[src/rtl/core/acs_pkg.sv]
// shared types, constants and letter tables of the arabic shaper
`default_nettype none

package acs_pkg;

    // codepoints with a role of their own
    localparam logic [15:0] LETTER_FIRST   = 16'h0621;
    localparam logic [15:0] LETTER_LAST    = 16'h064A;
    localparam logic [15:0] LAM            = 16'h0644;
    localparam logic [15:0] TATWEEL        = 16'h0640;
    localparam logic [15:0] HARAKA_FIRST   = 16'h064B;
    localparam logic [15:0] HARAKA_LAST    = 16'h065F;
    localparam logic [15:0] SUPERSCRIPT_ALEF = 16'h0670;
    localparam logic [15:0] QURANIC_FIRST  = 16'h06D6;
    localparam logic [15:0] QURANIC_LAST   = 16'h06ED;
    localparam logic [15:0] ALEF_MADDA     = 16'h0622;
    localparam logic [15:0] ALEF_HAMZA_UP  = 16'h0623;
    localparam logic [15:0] ALEF_HAMZA_LOW = 16'h0625;
    localparam logic [15:0] ALEF_PLAIN     = 16'h0627;
    localparam logic [15:0] LIG_MADDA      = 16'hFEF5;
    localparam logic [15:0] LIG_HAMZA_UP   = 16'hFEF7;
    localparam logic [15:0] LIG_HAMZA_LOW  = 16'hFEF9;
    localparam logic [15:0] LIG_PLAIN      = 16'hFEFB;

    // joining classes
    localparam logic [1:0] JC_NONE  = 2'd0;
    localparam logic [1:0] JC_RIGHT = 2'd1;
    localparam logic [1:0] JC_DUAL  = 2'd2;

    // presentation form offsets from the isolated form
    localparam logic [1:0] FORM_ISOLATED = 2'd0;
    localparam logic [1:0] FORM_FINAL    = 2'd1;
    localparam logic [1:0] FORM_INITIAL  = 2'd2;
    localparam logic [1:0] FORM_MEDIAL   = 2'd3;

    // what the classifier tells about one codepoint
    typedef struct packed {
        logic        transparent;
        logic        letter;
        logic        joins_fwd;
        logic        joins_back;
        logic [1:0]  jclass;
        logic [15:0] iso;
        logic [15:0] lig;
    } code_class_t;

    // isolated presentation form per letter index, zero for the gap
    function automatic logic [15:0] iso_form(input logic [5:0] idx);
        logic [15:0] f;
        case (idx)
            6'd0:    f = 16'hFE80;
            6'd1:    f = 16'hFE81;
            6'd2:    f = 16'hFE83;
            6'd3:    f = 16'hFE85;
            6'd4:    f = 16'hFE87;
            6'd5:    f = 16'hFE89;
            6'd6:    f = 16'hFE8D;
            6'd7:    f = 16'hFE8F;
            6'd8:    f = 16'hFE93;
            6'd9:    f = 16'hFE95;
            6'd10:   f = 16'hFE99;
            6'd11:   f = 16'hFE9D;
            6'd12:   f = 16'hFEA1;
            6'd13:   f = 16'hFEA5;
            6'd14:   f = 16'hFEA9;
            6'd15:   f = 16'hFEAB;
            6'd16:   f = 16'hFEAD;
            6'd17:   f = 16'hFEAF;
            6'd18:   f = 16'hFEB1;
            6'd19:   f = 16'hFEB5;
            6'd20:   f = 16'hFEB9;
            6'd21:   f = 16'hFEBD;
            6'd22:   f = 16'hFEC1;
            6'd23:   f = 16'hFEC5;
            6'd24:   f = 16'hFEC9;
            6'd25:   f = 16'hFECD;
            6'd32:   f = 16'hFED1;
            6'd33:   f = 16'hFED5;
            6'd34:   f = 16'hFED9;
            6'd35:   f = 16'hFEDD;
            6'd36:   f = 16'hFEE1;
            6'd37:   f = 16'hFEE5;
            6'd38:   f = 16'hFEE9;
            6'd39:   f = 16'hFEED;
            6'd40:   f = 16'hFEEF;
            6'd41:   f = 16'hFEF1;
            default: f = 16'h0000;
        endcase
        return f;
    endfunction

    // joining class per letter index
    function automatic logic [1:0] join_class(input logic [5:0] idx);
        logic [1:0] jc;
        case (idx) inside
            [6'd1:6'd4], 6'd6, 6'd8, [6'd14:6'd17], 6'd39, 6'd40: jc = JC_RIGHT;
            6'd5, 6'd7, [6'd9:6'd13], [6'd18:6'd25], [6'd32:6'd38], 6'd41: jc = JC_DUAL;
            default: jc = JC_NONE;
        endcase
        return jc;
    endfunction

    // lam-alef ligature base, zero when the code is none of the four alefs
    function automatic logic [15:0] lam_alef_base(input logic [15:0] code);
        logic [15:0] b;
        case (code)
            ALEF_MADDA:     b = LIG_MADDA;
            ALEF_HAMZA_UP:  b = LIG_HAMZA_UP;
            ALEF_HAMZA_LOW: b = LIG_HAMZA_LOW;
            ALEF_PLAIN:     b = LIG_PLAIN;
            default:        b = 16'h0000;
        endcase
        return b;
    endfunction

endpackage

`default_nettype wire

[src/rtl/core/arabic_contextual_shaper_unit.sv]
// top level of the arabic contextual shaper: sequencer, run state and output register
//
//   channel | dir | fields (low bit up)              | handshake
//   s_axis  | in  | tdata: in_code[15:0]; tlast      | tvalid/tready
//   m_axis  | out | tdata: out_code[15:0]; tlast     | tvalid/tready
//
// an item is taken while idle and then resolved, both through the shared classifier;
// then the sequencer emits each letter form or passed code, and each buffered mark
// with a memory read, then output.
// reset clears the run state and the output register; no clearing pass.
// m_axis_tready low stalls the sequencer on its next emit; s_axis_tready is high
// only while the sequencer is idle.
`default_nettype none

module arabic_contextual_shaper_unit
    import acs_pkg::*;
#(
    parameter int MARK_DEPTH = 8
) (
    input  wire logic        clk,
    input  wire logic        rst_n,
    input  wire logic        s_axis_tvalid,
    output logic             s_axis_tready,
    input  wire logic [15:0] s_axis_tdata,   // in_code[15:0]
    input  wire logic        s_axis_tlast,
    output logic             m_axis_tvalid,
    input  wire logic        m_axis_tready,
    output logic [15:0]      m_axis_tdata,   // out_code[15:0]
    output logic             m_axis_tlast
);

    localparam int AW = (MARK_DEPTH > 1) ? $clog2(MARK_DEPTH) : 1;
    localparam int CW = $clog2(MARK_DEPTH + 1);

    typedef enum logic [2:0] {
        ST_IDLE,
        ST_RESOLVE,
        ST_EMIT_A,
        ST_MARK_RD,
        ST_MARK_OUT,
        ST_EMIT_CODE,
        ST_EMIT_B
    } state_t;

    state_t      state_reg, state_next;
    logic [15:0] code_reg, code_next;
    logic        last_reg, last_next;
    code_class_t cc_reg, cc_next;
    logic        full_reg, full_next;
    logic        held_valid_reg, held_valid_next;
    logic [15:0] held_letter_reg, held_letter_next;
    logic        held_jp_reg, held_jp_next;
    logic        prior_jf_reg, prior_jf_next;
    logic [CW-1:0] mark_count_reg, mark_count_next;
    logic [15:0] a_val_reg, a_val_next;
    logic [CW-1:0] mk_reg, mk_next;
    logic        pc_reg, pc_next;
    logic        pb_reg, pb_next;
    logic [15:0] b_val_reg, b_val_next;
    logic [AW-1:0] idx_reg, idx_next;
    logic        out_valid_reg, out_valid_next;
    logic [15:0] out_code_reg, out_code_next;
    logic        out_last_reg, out_last_next;

    logic        accept;
    logic        slot_free;
    logic [15:0] unit_code;
    code_class_t unit_info;
    logic        mark_wr;
    logic [15:0] mark_rd_data;

    // resolve terms
    logic        full;
    logic        res_now;
    logic        has_next;
    logic        lig;
    logic        jp;
    logic        jn;
    logic [1:0]  form_off;
    logic        new_held;
    logic        last_mark;

    assign accept    = s_axis_tvalid && s_axis_tready;
    assign slot_free = !out_valid_reg || m_axis_tready;

    // shared classifier: incoming code while idle, held letter while resolving
    assign unit_code = (state_reg == ST_IDLE) ? s_axis_tdata : held_letter_reg;

    acs_classifier u_classifier (
        .code (unit_code),
        .info (unit_info)
    );

    // marks that follow a held letter go into the buffer on accept
    assign mark_wr = accept && unit_info.transparent && held_valid_reg
                     && (mark_count_reg != CW'(MARK_DEPTH));

    acs_mark_store #(
        .DEPTH (MARK_DEPTH),
        .AW    (AW)
    ) u_mark_store (
        .clk     (clk),
        .wr_en   (mark_wr),
        .wr_addr (mark_count_reg[AW-1:0]),
        .wr_data (s_axis_tdata),
        .rd_addr (idx_reg),
        .rd_data (mark_rd_data)
    );

    // resolution of the held letter against the latched code
    always_comb
    begin
        full     = full_reg;
        res_now  = held_valid_reg && (!cc_reg.transparent || full || last_reg);
        has_next = held_valid_reg && !cc_reg.transparent;
        lig      = has_next && (held_letter_reg == LAM) && (cc_reg.lig != 16'h0000);
        jp       = held_jp_reg && (unit_info.jclass != JC_NONE);
        jn       = has_next && cc_reg.joins_back && (unit_info.jclass == JC_DUAL);
        if (jp && jn)
        begin
            form_off = FORM_MEDIAL;
        end
        else if (jp)
        begin
            form_off = FORM_FINAL;
        end
        else if (jn)
        begin
            form_off = FORM_INITIAL;
        end
        else
        begin
            form_off = FORM_ISOLATED;
        end
        new_held  = !cc_reg.transparent && !lig && cc_reg.letter;
        last_mark = ((CW'(idx_reg) + CW'(1)) == mk_reg);
    end

    // sequencer next state
    always_comb
    begin
        state_next       = state_reg;
        code_next        = code_reg;
        last_next        = last_reg;
        cc_next          = cc_reg;
        full_next        = full_reg;
        held_valid_next  = held_valid_reg;
        held_letter_next = held_letter_reg;
        held_jp_next     = held_jp_reg;
        prior_jf_next    = prior_jf_reg;
        mark_count_next  = mark_count_reg;
        a_val_next       = a_val_reg;
        mk_next          = mk_reg;
        pc_next          = pc_reg;
        pb_next          = pb_reg;
        b_val_next       = b_val_reg;
        idx_next         = idx_reg;
        out_valid_next   = out_valid_reg && !m_axis_tready;
        out_code_next    = out_code_reg;
        out_last_next    = out_last_reg;
        s_axis_tready    = 1'b0;

        unique case (state_reg)
            ST_IDLE:
            begin
                s_axis_tready = 1'b1;
                if (s_axis_tvalid)
                begin
                    code_next  = s_axis_tdata;
                    last_next  = s_axis_tlast;
                    cc_next    = unit_info;
                    // mark that finds the buffer of a held letter already full
                    full_next  = unit_info.transparent && held_valid_reg
                                 && (mark_count_reg == CW'(MARK_DEPTH));
                    state_next = ST_RESOLVE;
                    if (mark_wr)
                    begin
                        mark_count_next = mark_count_reg + CW'(1);
                    end
                end
            end

            ST_RESOLVE:
            begin
                // plan of the items this code causes
                a_val_next = lig ? (cc_reg.lig + {15'd0, held_jp_reg})
                                 : (unit_info.iso + {14'd0, form_off});
                mk_next    = (res_now && !lig) ? mark_count_reg : '0;
                pc_next    = cc_reg.transparent ? (!held_valid_reg || full)
                                                : (!lig && !cc_reg.letter);
                pb_next    = new_held && last_reg;
                b_val_next = cc_reg.iso
                             + {15'd0, prior_jf_reg && (cc_reg.jclass != JC_NONE)};
                idx_next   = '0;

                // run state update
                if (last_reg)
                begin
                    held_valid_next  = 1'b0;
                    held_letter_next = '0;
                    held_jp_next     = 1'b0;
                    prior_jf_next    = 1'b0;
                    mark_count_next  = '0;
                end
                else
                begin
                    if (new_held)
                    begin
                        held_valid_next  = 1'b1;
                        held_letter_next = code_reg;
                        held_jp_next     = prior_jf_reg;
                        mark_count_next  = '0;
                    end
                    else if (res_now)
                    begin
                        held_valid_next = 1'b0;
                        mark_count_next = '0;
                    end
                    if (cc_reg.transparent)
                    begin
                        if (held_valid_reg && full)
                        begin
                            prior_jf_next = 1'b0;
                        end
                    end
                    else
                    begin
                        prior_jf_next = lig ? 1'b0 : cc_reg.joins_fwd;
                    end
                end

                if (res_now)
                begin
                    state_next = ST_EMIT_A;
                end
                else if (pc_next)
                begin
                    state_next = ST_EMIT_CODE;
                end
                else if (pb_next)
                begin
                    state_next = ST_EMIT_B;
                end
                else
                begin
                    state_next = ST_IDLE;
                end
            end

            ST_EMIT_A:
            begin
                if (slot_free)
                begin
                    out_valid_next = 1'b1;
                    out_code_next  = a_val_reg;
                    out_last_next  = last_reg && (mk_reg == '0) && !pc_reg && !pb_reg;
                    if (mk_reg != '0)
                    begin
                        state_next = ST_MARK_RD;
                    end
                    else if (pc_reg)
                    begin
                        state_next = ST_EMIT_CODE;
                    end
                    else if (pb_reg)
                    begin
                        state_next = ST_EMIT_B;
                    end
                    else
                    begin
                        state_next = ST_IDLE;
                    end
                end
            end

            ST_MARK_RD:
            begin
                state_next = ST_MARK_OUT;
            end

            ST_MARK_OUT:
            begin
                if (slot_free)
                begin
                    out_valid_next = 1'b1;
                    out_code_next  = mark_rd_data;
                    out_last_next  = last_reg && last_mark && !pc_reg && !pb_reg;
                    if (!last_mark)
                    begin
                        idx_next   = idx_reg + AW'(1);
                        state_next = ST_MARK_RD;
                    end
                    else if (pc_reg)
                    begin
                        state_next = ST_EMIT_CODE;
                    end
                    else if (pb_reg)
                    begin
                        state_next = ST_EMIT_B;
                    end
                    else
                    begin
                        state_next = ST_IDLE;
                    end
                end
            end

            ST_EMIT_CODE:
            begin
                if (slot_free)
                begin
                    out_valid_next = 1'b1;
                    out_code_next  = code_reg;
                    out_last_next  = last_reg && !pb_reg;
                    state_next     = pb_reg ? ST_EMIT_B : ST_IDLE;
                end
            end

            ST_EMIT_B:
            begin
                if (slot_free)
                begin
                    out_valid_next = 1'b1;
                    out_code_next  = b_val_reg;
                    out_last_next  = last_reg;
                    state_next     = ST_IDLE;
                end
            end

            default:
            begin
                state_next = ST_IDLE;
            end
        endcase
    end

    // state and registered outputs
    always_ff @(posedge clk or negedge rst_n)
    begin
        if (!rst_n)
        begin
            state_reg       <= ST_IDLE;
            held_valid_reg  <= 1'b0;
            held_letter_reg <= '0;
            held_jp_reg     <= 1'b0;
            prior_jf_reg    <= 1'b0;
            mark_count_reg  <= '0;
            out_valid_reg   <= 1'b0;
        end
        else
        begin
            state_reg       <= state_next;
            held_valid_reg  <= held_valid_next;
            held_letter_reg <= held_letter_next;
            held_jp_reg     <= held_jp_next;
            prior_jf_reg    <= prior_jf_next;
            mark_count_reg  <= mark_count_next;
            out_valid_reg   <= out_valid_next;
        end
    end

    // payload registers
    always_ff @(posedge clk)
    begin
        code_reg     <= code_next;
        last_reg     <= last_next;
        cc_reg       <= cc_next;
        full_reg     <= full_next;
        a_val_reg    <= a_val_next;
        mk_reg       <= mk_next;
        pc_reg       <= pc_next;
        pb_reg       <= pb_next;
        b_val_reg    <= b_val_next;
        idx_reg      <= idx_next;
        out_code_reg <= out_code_next;
        out_last_reg <= out_last_next;
    end

    assign m_axis_tvalid = out_valid_reg;
    assign m_axis_tdata  = out_code_reg;
    assign m_axis_tlast  = out_last_reg;

endmodule

`default_nettype wire

[src/rtl/core/acs_classifier.sv]
// shared classifier: letter tables, joining behavior and ligature base of one code
`default_nettype none

module acs_classifier
    import acs_pkg::*;
(
    input  wire logic [15:0] code,
    output code_class_t      info
);

    logic [15:0] offset;
    logic [5:0]  idx;
    logic        in_range;
    logic [15:0] iso;
    logic [1:0]  jc;
    logic        letter;
    logic        tatweel;

    // table lookup over the letter block
    assign offset   = code - LETTER_FIRST;
    assign idx      = offset[5:0];
    assign in_range = (code >= LETTER_FIRST) && (code <= LETTER_LAST);
    assign iso      = iso_form(idx);
    assign jc       = join_class(idx);
    assign letter   = in_range && (iso != 16'h0000);
    assign tatweel  = (code == TATWEEL);

    // classification result
    always_comb
    begin
        info.transparent = ((code >= HARAKA_FIRST) && (code <= HARAKA_LAST))
                           || (code == SUPERSCRIPT_ALEF)
                           || ((code >= QURANIC_FIRST) && (code <= QURANIC_LAST));
        info.letter      = letter;
        info.joins_fwd   = tatweel || (letter && (jc == JC_DUAL));
        info.joins_back  = tatweel || (letter && (jc != JC_NONE));
        info.jclass      = letter ? jc : JC_NONE;
        info.iso         = iso;
        info.lig         = lam_alef_base(code);
    end

endmodule

`default_nettype wire

[src/rtl/core/acs_mark_store.sv]
// mark buffer memory: one write port, one registered read port
`default_nettype none

module acs_mark_store #(
    parameter int DEPTH = 8,
    parameter int AW    = 3
) (
    input  wire logic          clk,
    input  wire logic          wr_en,
    input  wire logic [AW-1:0] wr_addr,
    input  wire logic [15:0]   wr_data,
    input  wire logic [AW-1:0] rd_addr,
    output logic [15:0]        rd_data
);

    logic [15:0] mem [DEPTH];

    // write port
    always_ff @(posedge clk)
    begin
        if (wr_en)
        begin
            mem[wr_addr] <= wr_data;
        end
    end

    // registered read port
    always_ff @(posedge clk)
    begin
        rd_data <= mem[rd_addr];
    end

endmodule

`default_nettype wire

[config.mk]
export PLATFORM = sky130hd
export DESIGN_NAME = arabic_contextual_shaper_unit
export DESIGN_NICKNAME = d
export VERILOG_FILES = /design/src/rtl/core/acs_pkg.sv /design/src/rtl/core/arabic_contextual_shaper_unit.sv /design/src/rtl/core/acs_classifier.sv /design/src/rtl/core/acs_mark_store.sv
export SDC_FILE = /design/constraint.sdc
export NUM_CORES = 1
export LEC_CHECK = 0
export BUFFER_PORTS_ARGS = -buffer_cell sky130_fd_sc_hd__buf_2
export CAP_MARGIN = 20
export CORE_MARGIN = 3
export CORE_UTILIZATION = 25
export DETAILED_ROUTE_END_ITERATION = 10
export GPL_ROUTABILITY_DRIVEN = 0
export PLACE_DENSITY = 0.48
export SLEW_MARGIN = 20
export SYNTH_ARGS = -nofsm -noshare
export SYNTH_HDL_FRONTEND = slang
export SYNTH_SLANG_ARGS = --single-unit
[constraint.sdc]
create_clock -name clk -period 5.2 [get_ports clk]
set_clock_uncertainty 0.15 [all_clocks]
set_input_delay 0.52 -clock clk [delete_from_list [all_inputs] [get_ports clk]]
set_output_delay 0.52 -clock clk [all_outputs]
set_load 0.02 [all_outputs]
Word-level counts from Yosys, hierarchy flattened
Memory sizes are Yosys's and may differ from the RTL's. A register that Yosys moved wholly into a read port is not among the register bits.
Cells that the tools add are included.
{"block": "totals", "register_bits": 141, "mem_bits_rw": 128, "mem_bits_ro": 960, "input_bits": 21, "output_inout_bits": 19, "word_cells": 222, "memories": 2}
{"name": "(name not given)", "depth": 64, "word_bits": 15, "read_ports": 1, "rd_clocked_by_memory_dff": 0, "write_ports": 0, "line": "acs_pkg.sv:50", "source": "case (idx)"}
{"name": "u_mark_store.mem", "depth": 8, "word_bits": 16, "read_ports": 1, "rd_clocked_by_memory_dff": 1, "write_ports": 1, "line": "acs_mark_store.sv:16", "source": "logic [15:0] mem [DEPTH];"}
{"block": "classes", "addsub": 7, "order_cmp": 16, "n_eq_ne": 34, "mux": 58, "reduce_logical": 80}
{"op": "two-way mux 16 bit", "n": 8}
{"op": "case mux 16 bit (4 select lines)", "n": 2}
{"op": "== test 16 x 11 -> 1 bit, second input constant", "n": 7}
{"op": ">= comparator 16 x 11 -> 1 bit, second input constant", "n": 3}
{"op": "<= comparator 16 x 11 -> 1 bit, second input constant", "n": 3}
{"op": "two-way mux 3 bit", "n": 14}
{"op": "logical AND 1 bit", "n": 40}
{"op": "adder 16 x 1 -> 16 bit", "n": 2}
{"op": "nonzero test 16 bit", "n": 2}
{"op": "case mux 3 bit (7 select lines)", "n": 1}
{"op": "two-way mux 4 bit", "n": 5}
{"op": "two-way mux 1 bit", "n": 19}
{"op": "== test 6 x 3 -> 1 bit, second input constant", "n": 3}
{"op": "== test 6 bit, second input constant", "n": 3}
{"op": "adder 16 x 2 -> 16 bit", "n": 1}
{"op": "!= test 2 bit, second input constant", "n": 7}
{"op": ">= comparator 6 x 4 -> 1 bit, second input constant", "n": 2}
{"op": "<= comparator 6 x 5 -> 1 bit, second input constant", "n": 2}
{"op": "two-way mux 2 bit", "n": 6}
{"op": "nonzero test 2 bit", "n": 6}
{"op": "OR reduction 6 bit", "n": 2}
{"op": "AND reduction 5 bit", "n": 2}
{"op": "== test 3 bit, second input constant", "n": 3}
{"op": "zero test 1 bit", "n": 8}
{"op": "other kinds (30)", "n": 44}

Logic depth before layout (Yosys ltp)
{"block": "logic_depth", "word_depth": 16, "depth_mapped": 22, "ltp_nobuf": 20}

By module
From an unflattened synthesis, not the netlist that was laid out.
{"block": "hier_totals", "hier_cells": 987, "area_unflattened_um2": 13604.3}
{"mod": "arabic_contextual_shaper_unit", "instances": 1, "cells_each": 532, "area_per_inst_um2": 6767.7, "seq_area_each_um2": 4098.9}
{"mod": "acs_mark_store", "instances": 1, "cells_each": 214, "area_per_inst_um2": 5293.8, "seq_area_each_um2": 4164.0}
{"mod": "acs_classifier", "instances": 1, "cells_each": 241, "area_per_inst_um2": 1542.7, "seq_area_each_um2": 0.0}

Least setup slack after synthesis
Ideal clock, no wire load.
{"block": "synth_path", "path_type": "reg2reg", "start": "reg state_reg[0]", "end": "mem u_mark_store.mem[4][0], enable pin", "setup_ns": 0.431, "arrival_time_ns": 4.714, "required_time_ns": 4.619, "slack_ns": -0.094, "stages_incl_launch_ff": 14, "path_buffers": 4, "synth_period_minus_slack_ns": 5.294, "path_cell_list": "dfrtp_1 > buf_6 > or3_1 > inv_2 > buf_6 > mux2i_1 > ha_1 > clkbuf_1 > clkbuf_1 > o31ai_1 > a31o_2 > a22oi_1 > o211ai_2 > nor4_1"}
{"block": "synth_between", "elab_chain_len": 11, "elab_cells_between_ends": 18, "classes_between": "4 x order compare; 1 x eq/ne; 4 x mux; 9 x reduce/logical"}
{"item": "from (decl)", "line": "arabic_contextual_shaper_unit.sv:45", "source": "state_t state_reg, state_next;"}
{"item": "from (signal assigned)", "line": "arabic_contextual_shaper_unit.sv:352", "source": "state_reg <= state_next;"}
{"item": "zero test 3 bit *", "line": "arabic_contextual_shaper_unit.sv:87, arabic_contextual_shaper_unit.sv:163"}
{"item": "two-way mux 16 bit", "line": "arabic_contextual_shaper_unit.sv:87", "source": "assign unit_code = (state_reg == ST_IDLE) ? s_axis_tdata : held_letter_reg;"}
{"item": ">= comparator 16 x 11 -> 1 bit / <= comparator 16 x 11 -> 1 bit (equally long branches)", "line": "acs_classifier.sv:31", "source": "info.transparent = ((code >= HARAKA_FIRST) && (code <= HARAKA_LAST))"}
{"item": "logical AND 1 bit", "line": "acs_classifier.sv:31"}
{"item": "logical OR 1 bit", "line": "acs_classifier.sv:32", "source": "|| (code == SUPERSCRIPT_ALEF)"}
{"item": "logical OR 1 bit", "line": "acs_classifier.sv:33", "source": "|| ((code >= QURANIC_FIRST) && (code <= QURANIC_LAST));"}
{"item": "logical AND 1 bit * (2 in a row)", "line": "arabic_contextual_shaper_unit.sv:95", "source": "assign mark_wr = accept && unit_info.transparent && held_valid_reg"}
{"item": "logical AND 1 bit *", "line": "arabic_contextual_shaper_unit.sv:96", "source": "&& (mark_count_reg != CW'(MARK_DEPTH));"}
{"item": "two-way mux 1 bit *", "line": "acs_mark_store.sv:21", "source": "if (wr_en)"}
{"item": "two-way mux 1 bit (not written as such) *", "line": "acs_mark_store.sv:23", "source": "mem[wr_addr] <= wr_data;"}
{"item": "to (decl)", "line": "acs_mark_store.sv:16"}
Mark *: on every way between the ends. The rest lies on a longest branch, timed or not.

Worst setup path after layout
{"block": "layout_path", "start": "reg state_reg[0]", "end": "reg a_val_reg[8] (data pin)"}
{"block": "layout_between", "elab_chain_len": 16, "elab_cells_between_ends": 46, "classes_between": "2 x add/sub; 12 x order compare; 8 x eq/ne; 8 x mux; 15 x reduce/logical; 1 x memory"}
{"item": "zero test 3 bit *", "line": "arabic_contextual_shaper_unit.sv:87"}
{"item": "two-way mux 16 bit *", "line": "arabic_contextual_shaper_unit.sv:87"}
{"item": "parallel branches: the longest is 12 deep, another holds memory read (64 x 15 bit)"}
{"item": "adder 16 x 2 -> 16 bit *", "line": "arabic_contextual_shaper_unit.sv:187", "source": ": (unit_info.iso + {14'd0, form_off});"}
{"item": "two-way mux 16 bit *", "line": "arabic_contextual_shaper_unit.sv:186", "source": "a_val_next = lig ? (cc_reg.lig + {15'd0, held_jp_reg})"}
{"item": "to (signal assigned)", "line": "arabic_contextual_shaper_unit.sv:369", "source": "a_val_reg <= a_val_next;"}
{"item": "to (decl)", "line": "arabic_contextual_shaper_unit.sv:55", "source": "logic [15:0] a_val_reg, a_val_next;"}
Every way passes the cells marked *.
A chain may end at the register's enable or synchronous reset.

==> load_flow_metrics.sql <==
INSERT INTO impl_metrics (metric_group, metric, value, unit) VALUES
('floorplan', 'placement_rows', '79', ''),
('timing', 'min_period_over_period', '0.930', ''),
('critical_path', 'startpoint_type', 'flop', ''),
('timing', 'minimum_hold_slack', '141', 'ps'),
('status', 'run_status', 'completed', ''),
('clock_tree', 'post_cts.repair.setup_buffers', '0', ''),
('route', 'drc', '0', ''),
('synth', 'synth_async_reset_ratio', '0.107', ''),
('synth', 'synth_ff_type', 'edfxtp_1', ''),
('clock_tree', 'tritoncts_clock_tree', 'done', ''),
('floorplan', 'area_inside_the_core_boundary', '47100', 'µm²'),
('timing', 'final.min_clock_period', '4840', 'ps'),
('clock_tree', 'clock_tree.buffer_depth', '3', ''),
('route', 'drt.antenna.violating_nets', '0', ''),
('pwr', 'vdd_ir_drop_max', '247', 'µV'),
('route', '1st_iter_drt_viols', '599', ''),
('critical_path', 'timing.critical_path.fanout_max', '9', ''),
('synth', 'avgSynthCellArea', '13.5', 'µm²'),
('synth', 'ys_seq_elements', '253', ''),
('clock_tree', 'numCtsBuffers', '27', ''),
('timing', 'final_hold_viol_count', '0', ''),
('floorplan', 'die_y', '226', 'µm'),
('critical_path', 'timing.critical_path.to_type', 'flop', ''),
('route', 'drt_pass_1_iters', '7', ''),
('global_routing', 'global_route.overflow_total', '0', ''),
('clock_tree', 'clk_latency', '550', 'ps'),
('timing', 'timing.slew.headroom', '0.305', ''),
('route', 'wl', '32900', 'µm'),
('clock_tree', 'cts_sinks', '253', ''),
('floorplan', 'die_w', '226', 'µm'),
('final_layout', 'n_fill_cell', '4648', ''),
('global_routing', 'grt_pass1_wl', '50000', 'µm'),
('synth', 'yosysTopAreaCellShare', '0.522', ''),
('floorplan', 'starting_density', '0.256', ''),
('synth', 'synth_area_leader_cell', 'edfxtp_1', ''),
('final_layout', 'finalNetCount', '999', ''),
('pwr', 'power_density', '679', 'nW/µm²'),
('timing', 'fmax', '207', 'MHz'),
('global_routing', 'global_route_usage_sum', '0.129', ''),
('timing', 'slew_violations', '0', ''),
('timing', 'rsz0062_at_grt', 'false', ''),
('synth', 'synth_nets', '939', ''),
('pwr', 'totalPowerFinal', '9.54', 'mW'),
('synth', 'synth_area_leaders', 'edfxtp_1 (52%), mux4_2 (6.0%), dfrtp_1 (5.6%)', ''),
('floorplan', 'pin_count', '40', ''),
('route', 'post_drt_via_cell_ratio', '5.01', ''),
('timing', 'worstMarginPinSlew', '1040', 'ps'),
('pwr', 'p_leak', '4.81', 'nW'),
('final_layout', 'largest_reg_flops', '128', ''),
('final_layout', 'area_growth_syn_to_layout', '16.3', '%'),
('synth', 'postSynthCellCount', '895', ''),
('route', 'detail_route.wl_per_cell', '20.8', 'µm'),
('clock_tree', 'path_clk_slew', '60', 'ps'),
('global_routing', 'first_global_vias', '7849', ''),
('synth', 'yosys.cell_types.count', '86', ''),
('synth', 'ys.warnings.count', '0', ''),
('route', 'detailroute.via_count', '7935', ''),
('synth', 'syn_area', '12100', 'µm²'),
('place', 'port_buffers', '39', ''),
('clock_tree', 'htreeDepth', '1', ''),
('critical_path', 'cp_data_arrival_time', '4990', 'ps'),
('min_path', 'holdCritPathClass', 'in2reg', ''),
('place', 'place.detailed.hpwl', '22600', 'µm'),
('critical_path', 'path_class', 'reg2reg', ''),
('global_routing', 'grt_start_max_net_pins', '39', ''),
('synth', 'number_of_flops_mapped_to_enable_cells_by_yosys', '210', ''),
('timing', 'setup-violations-final', '0', ''),
('global_routing', 'grt_antenna_before_repair', '6', ''),
('synth', 'synth-seq-area-share', '0.604', ''),
('critical_path', 'cp.required', '5350', 'ps'),
('clock_tree', 'clock_tree_root_buffer_cell', 'clkbuf_16', ''),
('run', 'maxCapViolations', '0', ''),
('final_layout', 'final_layout_size_suffix_gt1_frac', '0.224', ''),
('floorplan', 'dieArea', '51000', 'µm²');
[path summary, 6_finish.rpt]
check,to,startpoint,slack [ps],cells past startpoint
setup / recovery,a_val_reg[8]$_DFFE_PP_,state_reg[0]$_DFFE_PN0P_,360,19
hold / removal,u_mark_store.mem[0][13]$_DFFE_PP_,s_axis_tdata[13],140,1
setup reg to reg,a_val_reg[8]$_DFFE_PP_,state_reg[0]$_DFFE_PN0P_,360,19
hold reg to reg,held_letter_reg[14]$_DFFE_PN0P_,code_reg[14]$_DFFE_PP_,350,1
max in group asynchronous,m_axis_tvalid$_DFF_PN0_,rst_n,3990,2
min in group asynchronous,held_letter_reg[13]$_DFFE_PN0P_,rst_n,400,2
[placed cells by master (no fill, tap or decap), types with 6 or more instances in the layout]
cell type	Yosys	final
inv_1	27	26
nand2b_1	10	10
edfxtp_1	210	210
buf_2	7	39
nor3_1	29	24
a31oi_1	8	8
mux2i_1	29	29
buf_4	2	42
o21ai_0	53	53
nor2_1	53	52
nand2_1	44	44
nor4_1	10	7
xnor2_1	11	11
clkinv_2	0	10
and2_1	7	6
a22oi_1	13	13
dfxtp_1	16	16
mux4_2	32	32
dfrtp_1	27	27
ha_1	22	21
o211ai_1	8	8
nor2b_1	7	7
o22ai_1	6	6
nor3_2	1	6
mux2_2	20	20
clkbuf_16	0	27
nand4_1	6	6
a21oi_1	40	40
o31ai_1	9	9
or3_1	8	8
a22o_1	17	17
o21a_1	6	6
nand3_1	19	19
[layout make-up]
type | instances | area [µm²] | share of cell area
Clock buffer | 34 | 742 | 0.0528
Inverter | 29 | 109 | 0.00775
Antenna cell | 1 | 2.50 | 0.000178
Sequential cell | 253 | 7300 | 0.520
Tap cell | 607 | 759 | 0.0540
Multi-Input combinational cell | 561 | 4450 | 0.317
Clock inverter | 16 | 153 | 0.0109
Timing Repair Buffer | 83 | 531 | 0.0378
[critical path, cell delays in order, from the launching register on]
cell,delay (ps)
dfrtp_1,370
or3_1,420
inv_2,100
mux2_2,340
inv_1,120
ha_4,240
buf_4,170
inv_1,80
or3_1,390
nor4b_1,310
o21ai_0,140
o2111ai_1,120
a31oi_1,180
a21oi_1,210
nor3b_1,80
ha_1,210
fa_1,430
o21ai_1,190
nor2_1,70
a32o_1,250
[logic make-up (layout without fill, tap and decap cells)]
group | Yosys count | in the layout | share of synthesized area
compound gates | 217 | 217 | 0.127
xor+xnor | 16 | 16 | 0.0122
fa+ha+maj | 23 | 23 | 0.0244
buf+inv | 81 | 162 | 0.0321
flops | 253 | 253 | 0.604
mux | 81 | 81 | 0.102
other cells | 0 | 1 | 0
simple gates | 224 | 224 | 0.0974
[synthesized netlist by cell type, drive strengths merged (11+ instances only)]
master,count
a21oi,41
mux2,20
ha,22
nand3,19
nor4,11
dfrtp,27
dfxtp,16
a22o,17
o21ai,57
nor3,30
clkbuf,30
nor2,55
mux2i,29
xnor2,12
edfxtp,210
a22oi,13
buf,22
inv,28
mux4,32
nand2,44
[power breakdown]
part	total [mW]	leakage [nW]	internal, mW	switching [mW]
clock network	1.92	0.443	1.12	0.805
registers	3.13	2.43	2.79	0.349
logic	4.49	1.94	1.73	2.75
total	9.54	4.81	5.64	3.91
[repair_timing]
action / 4_1_cts / 5_1_grt
gates resized for setup: 0 / 3
hold endpoints to repair: 28 / 0
setup endpoints to repair: 0 / 8
hold buffers: 2 / 0
[stage by stage]
stage / utilization / instance area (µm²) / setup TNS (ps) / cells / setup slack [ps]
5_1_grt: 0.298 / 14000 / 0 / 1583 / 35.7
4_1_cts: 0.298 / 14000 / 0 / 1583 / 194
2_1_floorplan: - / 12100 / -4520 / 895 / -94.2
3_5_place_dp: 0.278 / 13100 / 0 / 1531 / 220
3_3_place_gp: 0.278 / 13100 / 0 / 1531 / 322
6_report: 0.298 / 14100 / 0 / 1584 / 365
[layer usage]
layer | track usage | vias up | share of wire
li1 | - | 3624 | -
met1 | 0.180 | 4001 | 0.45
met2 | 0.207 | 259 | 0.47
met3 | 0.0226 | 45 | 0.061
met4 | 0.0340 | 6 | 0.020
met5 | 0 | - | 0.0016
Power figures use the tool's default switching activity.
